[src/rtl/hce_ram.sv]
`timescale 1ns / 1ps
// Generic single-write, single-read RAM with registered read data.
// No dependencies.
module hce_ram #(
  parameter int WIDTH = 8,
  parameter int DEPTH = 16
) (
  input  logic                     clk,
  input  logic                     we,
  input  logic [$clog2(DEPTH)-1:0] waddr,
  input  logic [WIDTH-1:0]         wdata,
  input  logic                     re,
  input  logic [$clog2(DEPTH)-1:0] raddr,
  output logic [WIDTH-1:0]         rdata
);

  logic [WIDTH-1:0] mem [DEPTH];

  // Write first-come, read returns the contents before this edge's write
  always_ff @(posedge clk) begin
    if (we) begin
      mem[waddr] <= wdata;
    end
    if (re) begin
      rdata <= mem[raddr];
    end
  end

endmodule

[config.mk]
export PLATFORM = sky130hd
export DESIGN_NAME = hce_ram
export DESIGN_NICKNAME = d
export VERILOG_FILES = /design/src/rtl/hce_ram.sv
export SDC_FILE = /design/constraint.sdc
export NUM_CORES = 1
export LEC_CHECK = 0
export BUFFER_PORTS_ARGS = -buffer_cell sky130_fd_sc_hd__buf_2
export CAP_MARGIN = 10
export CORE_MARGIN = 2
export CORE_UTILIZATION = 45
export DETAILED_ROUTE_END_ITERATION = 7
export PLACE_DENSITY = 0.58
export SLEW_MARGIN = 5
export SYNTH_ARGS = -nofsm -noshare
export SYNTH_HDL_FRONTEND = slang
export SYNTH_SLANG_ARGS = --single-unit
[constraint.sdc]
create_clock -name clk -period 3.8 [get_ports clk]
set_input_delay 0.19 -clock clk [delete_from_list [all_inputs] [get_ports clk]]
set_output_delay 0.19 -clock clk [all_outputs]
set_load 0.03 [all_outputs]
==> impl_metrics.csv <==
group,metric,value,unit
detailed_routing,num_vias,2410,
sta,worst_clock_skew,0.00768,ns
cts,numCtsBuffers,17,
detailed_routing,drtPass1Iterations,5,
floorplan,fp.dieArea,12500,µm²
floorplan,die_h,112,µm
floorplan,row_count,39,
logic_synthesis,syn-instance-count,229,
logic_synthesis,synthDistinctLibCells,18,
cells_and_area,utilization,0.534,
run,drv_cap,0,
global_route,antenna_found_initial,0,
logic_synthesis,ys.flop_type,"edfxtp_1",
detailed_routing,totalWireLength,10.3,mm
floorplan,ios,27,
critical_path,cp_slowest_cell,"buf_2",
floorplan,core-area,11400,µm²
cts,clockRootBuffer,"clkbuf_16",
critical_path,end_kind,"register",
critical_path,crit_type,"primary input to register",
cts,clk_pin_slew,0.06,ns
global_route,gr-usage-all-layers,0.180,
placement,portBuffers,26,
cells_and_area,drive_above_1_share,0.274,
placement,post-dp-hpwl,6.29,mm
logic_synthesis,yosysSeqAreaShare,0.781,
critical_path,crit_arrival,1.99,ns
sta,relSlewSlack,0.278,
sta,hold_slack,0.155,ns
cts,insertion_delay,0.41,ns
detailed_routing,wl_per_cell,24.6,µm
logic_synthesis,yosysMostFrequentCell,"edfxtp_1",
placement,gp_congestion,0.739,
run_status,outcome,"completed",
critical_path,max_stage_delay,0.57,ns
logic_synthesis,synth_top_cell_area_share,0.781,
cells_and_area,nets,284,
sta,fin_ws,1.97,ns
global_route,global_route.usage.met3,0.0408,
global_route,grt_max_degree,33,
floorplan,start_util,0.460,
cts,cts_buffer_depth,2,
logic_synthesis,yosysTopAreaCell,"edfxtp_1",
sta,slew_violations,0,
cts,cts_tree,"yes",
cts,clock-sinks,136,
cts,cts_setup_buffers,0,
logic_synthesis,avgSynthCellArea,22.8,µm²
logic_synthesis,syn_area,5230,µm²
floorplan,die_w,112,µm
detailed_routing,drc,0,
pwr,p_per_area,577,nW/µm²
logic_synthesis,synth_fp_nets,248,
worst_hold_path,hp-class,"primary input to register",
sta,tightest_slew,1.08,ns
pwr,p_leak,2.01,nW
sta,finalSetupTns,0,ns
cts,postCtsHoldBufs,0,
detailed_routing,viasPerCell,5.74,
cts,cts.htree.levels,4,
sta,post-route-period-util,0.483,
global_route,grt_pass1_vias,2551,
logic_synthesis,synth.area.top_cells,"edfxtp_1, mux4_2, mux4_1, a22oi_1, nor2_1",
sta,rsz0062_at_grt,"false",
placement,place_ws,1.49,ns
logic_synthesis,synthArstFlopShare,0,
sta,max_freq,545,MHz
detailed_routing,ant_nets,0,
placement,dp_cells,389,
detailed_routing,drtIter0Drc,244,
critical_path,crit_chain,"buf_2 > buf_4 > mux4_2 > a22oi_1 > nand2_1",
global_route,grt.overflow.total,0,
cts,cts_resized,0,
critical_path,required,3.95,ns
global_route,gr-usage-met1,0.262,
global_route,use_met2,0.263,
cells_and_area,area_growth,16.1,%
logic_synthesis,synth_edf_count,136,
critical_path,worstPathMaxFanout,23,
sta,finalSetupViolCount,0,
global_route,grt_most_used_layer,"met2",
sta,period_needed,1.83,ns
pwr,vdd_drop_max,241,µV
cells_and_area,antenna_cells,0,
cells_and_area,instances_no_fill,420,
sta,finalHoldViolations,0,
logic_synthesis,yosysWarnings,0,
global_route,grt_pass1_wl,15.7,mm
logic_synthesis,synthTopCellsByCount,"edfxtp_1, mux4_2, a22oi_1",
logic_synthesis,ys_ff_latch,136,
critical_path,cp-start-kind,"primary input",
-- logic make-up (layout without fill, tap and decap cells) --
group           count (synthesis)  after routing  synth area share
simple gates                   35             35            0.0314
buf+inv                        10             58            0.0165
mux                            32             32             0.148
flops                         136            136             0.781
compound gates                 16             16            0.0230
-- layer usage --
layer	wire length, µm	part of all wire
met5	0	0
met4	182	0.018
met3	544	0.053
met2	4890	0.47
met1	4720	0.46
-- metrics by stage --
step	area [µm²]	power, mW
floorplan	5230	1.83
global placement	5480	1.89
detailed placement	5480	1.89
CTS	6070	3.52
global route	6070	3.62
finish	6070	3.50
-- worst max-delay path, delay by kind of cell --
family,cells,cell delay (ns)
buffers and inverters,2,0.92
AOI/OAI and AO/OA,1,0.25
and+or+nand+nor,1,0.09
muxes,1,0.52
-- cells in the final DEF, fill, tap and decap left out, drive strengths merged, types with 4 or more instances in the layout --
master,n
clkbuf,20
bufinv,4
clkinv,6
nor2,13
mux4,32
nand2,9
nor3,4
a22oi,16
buf,27
edfxtp,136
-- registers in the layout, indices dropped and copies added (netlist names) --
| name | cells |
|---|---|
| mem | 128 |
| rdata | 8 |
-- where the power goes --
part | leakage [nW] | internal, mW | switching [mW] | total (mW)
clock network | 0.288 | 1.08 | 0.561 | 1.64
registers | 1.24 | 1.69 | 0.00923 | 1.70
logic | 0.482 | 0.0590 | 0.101 | 0.160
total | 2.01 | 2.83 | 0.671 | 3.50
-- layout make-up --
cell class | instances | area, µm²
Fill cell | 853 | 5300
Sequential cell | 136 | 4080
Multi-Input combinational cell | 83 | 1080
Clock buffer | 20 | 437
Tap cell | 143 | 179
Clock inverter | 11 | 155
Timing Repair Buffer | 27 | 138
-- worst paths after layout --
kind,slack (ns),depth (start not counted),endpoint,startpoint
worst max register to register,2.23,3,rdata[4],mem[0][4]
worst min-delay path,0.16,1,mem[5][0],wdata[0]
worst max-delay path,1.97,5,rdata[7],raddr[0]
worst min register to register,0.75,3,rdata[2],mem[5][2]
Note: power is estimated with default switching activity, not from simulation.
