===== src/rtl/hce_pkg.sv =====
`timescale 1ns / 1ps
// Shared types, widths and codes of the two-level calendar enqueue block.
// No dependencies; every other file but hce_ram imports this package.
package hce_pkg;

  // Calendar geometry and flow table size (both powers of two)
  localparam int SLOTS_PER_LEVEL = 8;
  localparam int FLOW_COUNT      = 1024;
  localparam int SLOT_BITS       = $clog2(SLOTS_PER_LEVEL);
  localparam int FLOW_BITS       = $clog2(FLOW_COUNT);

  // Field widths
  localparam int TAG_W      = 16;
  localparam int FLOW_W     = 10;
  localparam int ROUND_W    = 32;
  localparam int WEIGHT_W   = 8;
  localparam int BURST_W    = 16;
  localparam int STEP_W     = 3;
  localparam int VERDICT_W  = 2;
  localparam int TARGET_W   = 2;
  localparam int INDEX_W    = 3;
  localparam int CFG_IDX_W  = 2;
  localparam int CFG_DATA_W = 16;

  // Derived widths
  localparam int SLOTNUM_W = ROUND_W - SLOT_BITS;
  localparam int CMP_W     = (SLOT_BITS > STEP_W) ? SLOT_BITS : STEP_W;

  // Register indexes
  localparam logic [CFG_IDX_W-1:0] REG_FLOW_WEIGHT    = 2'd0;
  localparam logic [CFG_IDX_W-1:0] REG_BURST_LIMIT    = 2'd1;
  localparam logic [CFG_IDX_W-1:0] REG_STEP_DOWN_SLOT = 2'd2;

  // Register reset values
  localparam logic [WEIGHT_W-1:0] FLOW_WEIGHT_RST    = 8'd2;
  localparam logic [BURST_W-1:0]  BURST_LIMIT_RST    = 16'd100;
  localparam logic [STEP_W-1:0]   STEP_DOWN_SLOT_RST = 3'd7;

  // Verdict codes
  localparam logic [VERDICT_W-1:0] VERDICT_QUEUED  = 2'd0;
  localparam logic [VERDICT_W-1:0] VERDICT_HORIZON = 2'd1;
  localparam logic [VERDICT_W-1:0] VERDICT_BURST   = 2'd2;

  // Target queue codes
  localparam logic [TARGET_W-1:0] TARGET_BANK_A    = 2'd0;
  localparam logic [TARGET_W-1:0] TARGET_BANK_B    = 2'd1;
  localparam logic [TARGET_W-1:0] TARGET_LEVEL1    = 2'd2;
  localparam logic [TARGET_W-1:0] TARGET_STEP_DOWN = 2'd3;

  // Per-flow table entry
  typedef struct packed {
    logic               upper;
    logic [ROUND_W-1:0] finish;
  } flow_entry_t;

  localparam int ENTRY_W = $bits(flow_entry_t);

  // Configuration registers as seen by the placement logic
  typedef struct packed {
    logic [WEIGHT_W-1:0] weight;
    logic [BURST_W-1:0]  burst;
    logic [STEP_W-1:0]   step;
  } cfg_regs_t;

  // Placement decision for one packet
  typedef struct packed {
    logic [VERDICT_W-1:0] verdict;
    logic [TARGET_W-1:0]  target;
    logic [INDEX_W-1:0]   slot;
    logic [ROUND_W-1:0]   finish;
    logic                 update;
    flow_entry_t          entry;
  } calc_res_t;

endpackage


===== src/rtl/hce_calc.sv =====
`timescale 1ns / 1ps
// Departure round, drop checks and calendar placement for one packet.
// Depends on hce_pkg.
module hce_calc import hce_pkg::*; (
  input  logic [ROUND_W-1:0] now_round,
  input  flow_entry_t        entry,
  input  cfg_regs_t          regs,
  output calc_res_t          res
);

  logic [ROUND_W-1:0]   start;
  logic [ROUND_W:0]     dep;
  logic [SLOTNUM_W-1:0] dslot;
  logic [SLOTNUM_W-1:0] nslot;
  logic [SLOTNUM_W-1:0] slot_gap;
  logic [ROUND_W-1:0]   lead;
  logic [CMP_W-1:0]     ring_pos;
  logic [CMP_W-1:0]     step_pos;

  // Departure = max(now, last) + weight, one bit wider to catch overflow
  always_comb begin
    start    = (now_round > entry.finish) ? now_round : entry.finish;
    dep      = {1'b0, start} + (ROUND_W + 1)'(regs.weight);
    dslot    = dep[ROUND_W-1:SLOT_BITS];
    nslot    = now_round[ROUND_W-1:SLOT_BITS];
    slot_gap = dslot - nslot;
    lead     = dep[ROUND_W-1:0] - now_round;
    ring_pos = CMP_W'(dslot[SLOT_BITS-1:0]);
    step_pos = CMP_W'(regs.step);
  end

  // Drop checks in priority order, then placement
  always_comb begin
    res.verdict = VERDICT_QUEUED;
    res.target  = TARGET_BANK_A;
    res.slot    = '0;
    res.finish  = dep[ROUND_W-1:0];
    res.update  = 1'b0;
    res.entry   = entry;
    if (dep[ROUND_W]) begin
      res.verdict = VERDICT_HORIZON;
      res.finish  = '1;
    end else if (slot_gap >= SLOTNUM_W'(SLOTS_PER_LEVEL)) begin
      res.verdict = VERDICT_HORIZON;
    end else if (lead >= ROUND_W'(regs.burst)) begin
      res.verdict = VERDICT_BURST;
    end else begin
      res.update       = 1'b1;
      res.entry.finish = dep[ROUND_W-1:0];
      if (slot_gap > SLOTNUM_W'(1) || entry.upper) begin
        if (ring_pos == step_pos) begin
          res.entry.upper = 1'b0;
          res.target      = TARGET_STEP_DOWN;
          res.slot        = INDEX_W'(dep[SLOT_BITS-1:0]);
        end else begin
          res.entry.upper = 1'b1;
          res.target      = TARGET_LEVEL1;
          res.slot        = INDEX_W'(dslot[SLOT_BITS-1:0]);
        end
      end else begin
        res.entry.upper = 1'b0;
        res.target      = dslot[0] ? TARGET_BANK_B : TARGET_BANK_A;
        res.slot        = INDEX_W'(dep[SLOT_BITS-1:0]);
      end
    end
  end

endmodule


===== config.mk =====
export PLATFORM = sky130hd
export DESIGN_NAME = hce_calc
export DESIGN_NICKNAME = d
export VERILOG_FILES = /design/src/rtl/hce_pkg.sv /design/src/rtl/hce_calc.sv
export SDC_FILE = /design/constraint.sdc
export NUM_CORES = 1
export LEC_CHECK = 0
export BUFFER_PORTS_ARGS = -buffer_cell sky130_fd_sc_hd__buf_2
export CAP_MARGIN = 0
export CORE_ASPECT_RATIO = 1.2
export CORE_MARGIN = 8
export CORE_UTILIZATION = 40
export DETAILED_ROUTE_END_ITERATION = 6
export PLACE_DENSITY = 0.66
export SYNTH_ARGS = -nofsm -noshare
export SYNTH_HDL_FRONTEND = slang
export SYNTH_SLANG_ARGS = --single-unit

===== constraint.sdc =====
create_clock -name vclk -period 13.09
set_input_delay 1.309 -clock vclk [all_inputs]
set_output_delay 1.309 -clock vclk [all_outputs]
set_load 0.05 [all_outputs]

==> out/metrics.cfg <==
[sta]
setup_violations = 0
setup_tns_ps = 0
period_needed_ps = 11960
final_max_slew_viol_count = 0
tightest_slew_ps = 770
slew_headroom_pct = 47.4
finalHoldViolCount = 0
setup_slack_ps = 1130
rsz0062_at_grt = no
finalCritPeriodShare_pct = 91.4
max_freq_mhz = 83.6

[logic_synthesis]
synth_area_leaders = ha_1 16%, xnor2_1 9.1%, mux2i_1 7.3%
ys_warn_count = 0
yosys.area.top_type = ha_1
synth_area_um2 = 6720
synth_cells = 1045
syn_avg_cell_area_um2 = 6.43
ys_seq_area_share_pct = 0
synth_cell_types = 70
synth_top_area_share_pct = 16.4
syn_nets = 1228

[critical_path]
cp.arrival_ps = 10650
crit_family = compound AO/OA/AOI/OAI gates
cp-start-kind = input port
cp_slowest_cell = o311ai_4
crit_buf_inv = 6
worstSetupStartpoint = entry[31]
max_stage_delay_ps = 660
worstSetupPathType = in -> out
worstPathRequired_ps = 11780
crit_fanout = 33
crit_path_end_kind = output pin
cp_common_cell = o21ai_0

[die]
die_w_um = 134
design.die.area_um2 = 21200
core_um2 = 16700
std_cell_rows = 52
io_pins = 165
start_util_pct = 40.3
fp.dieH_um = 158

[layout]
seq_area_um2 = 0
final_cell_mix = 165 x buf_2, 129 x inv_1, 124 x nand2_1
final_common_cell = buf_2
clock_buffers = 0
n_fill_cell = 1883
nets = 1358
seq_cells = 0
diodes = 0
fin_util_pct = 46.0
drive_gt1_share_pct = 17.1
area_delta_synth_final_pct = 14.1

[placement]
io_buffers = 165
dp_slack_ps = 1080
post-dp-hpwl_um = 21000
gp_congestion = 0.983

[global_route]
grt_usage_pct = 22.4
antenna_found_initial = 0
overflow = 0
grt_pass1_vias = 7748
grt_max_degree = 57
grt_pass1_wl_um = 39400

[detailed_routing]
via_per_inst = 5.73
route.detailed.drc = 0
avgRoutedWirePerCell_um = 17.6
vias = 7959
routed_wl_um = 24500
first_pass_iters = 5
ant_nets = 0
drt_iter0_drc = 569

[min_path]
hp-start = entry[1]
whs_path_depth = 4
worst_hold_path.endpoint = res[1]
min_path_type = in -> out

[cts]
post-cts-setup-buffers = 0
cts_resized = 0
cts.hold.buffers_added = 0

[pwr]
p_leak_nw = 3.70
ir_drop_mv = 0.0503
power.density_nw_per_um2 = 107

[outcome]
outcome = finished, final reports clean

[flow_run]
maxCapViolations = 0

-- cells by family (layout without fill, tap and decap cells) --
family	after synthesis	count (layout)	share of synthesized area (%)
AND/OR/NAND/NOR	389	389	29.4
multiplexers	58	58	8.81
AO/OA/AOI/OAI	246	246	22.6
buffers and inverters	172	300	10.4
adder cells (fa/ha/maj)	91	91	17.3
XOR/XNOR	89	89	11.6
-- worst max path at each step --
| stage | cells past startpoint | endpoint | slack, ps |
|---|---|---|---|
| 2_1_floorplan | 39 | res[66] | 1190 |
| 3_3_place_gp | 41 | res[12] | 1230 |
| 3_5_place_dp | 40 | res[23] | 1080 |
| 4_1_cts | 40 | res[23] | 1070 |
| 5_1_grt | 40 | res[23] | 170 |
| 6_report | 41 | res[32] | 1130 |
-- where the power goes --
part | switching [mW] | internal (mW)
Sequential | 0 | 0
Clock | 0 | 0
Combinational | 0.544 | 0.277
-- per-layer routing --
metal  track usage [%]  up-vias  wire (µm)
li1                  -     3967          -
met1              28.7     3633      10700
met2              38.5      303      11600
met3              1.52       56       1340
met4              7.77        0        897
met5                 0        -          0
-- synth_stat cells (3+ instances only) --
library cell,n
xor2_1,19
xnor2_1,70
ha_1,88
o21ai_1,5
a211oi_1,10
a2111oi_0,4
o21a_1,10
nand2_1,124
o21ai_0,64
mux2_2,7
a21boi_0,4
or2_2,6
a31oi_1,8
buf_6,4
nand4b_1,3
o21bai_1,3
mux2i_1,49
clkbuf_1,24
nand2b_1,9
or4_1,8
nor3_1,37
nand3b_1,4
fa_1,3
a21oi_1,84
o31ai_1,3
o21ba_2,4
nor4_1,14
and3_1,6
nor2b_1,5
nor2_1,65
nand4_1,35
nand3_1,44
and2_1,5
inv_1,129
buf_2,12
or3_1,7
a21o_1,12
o211ai_1,11
-- stage by stage --
stage                     instances  cell area [µm²]  total power, mW  hold slack, ps
after floorplan                1045             6720            0.619            2910
after global placement         1389             7670            0.808            3050
after detailed placement       1389             7670            0.812            3060
after CTS                      1389             7670            0.815            3060
after global routing           1389             7670            0.909            3080
final                          1389             7670            0.821            3060
-- final cells by class --
| type | count | area, µm² | area share (%) |
|---|---|---|---|
| Timing Repair Buffer | 171 | 883 | 11.5 |
| Tap cell | 216 | 270 | 3.52 |
| Multi-Input combinational cell | 873 | 6030 | 78.6 |
| Inverter | 129 | 484 | 6.31 |
Note: power is estimated with default switching activity, not from simulation.
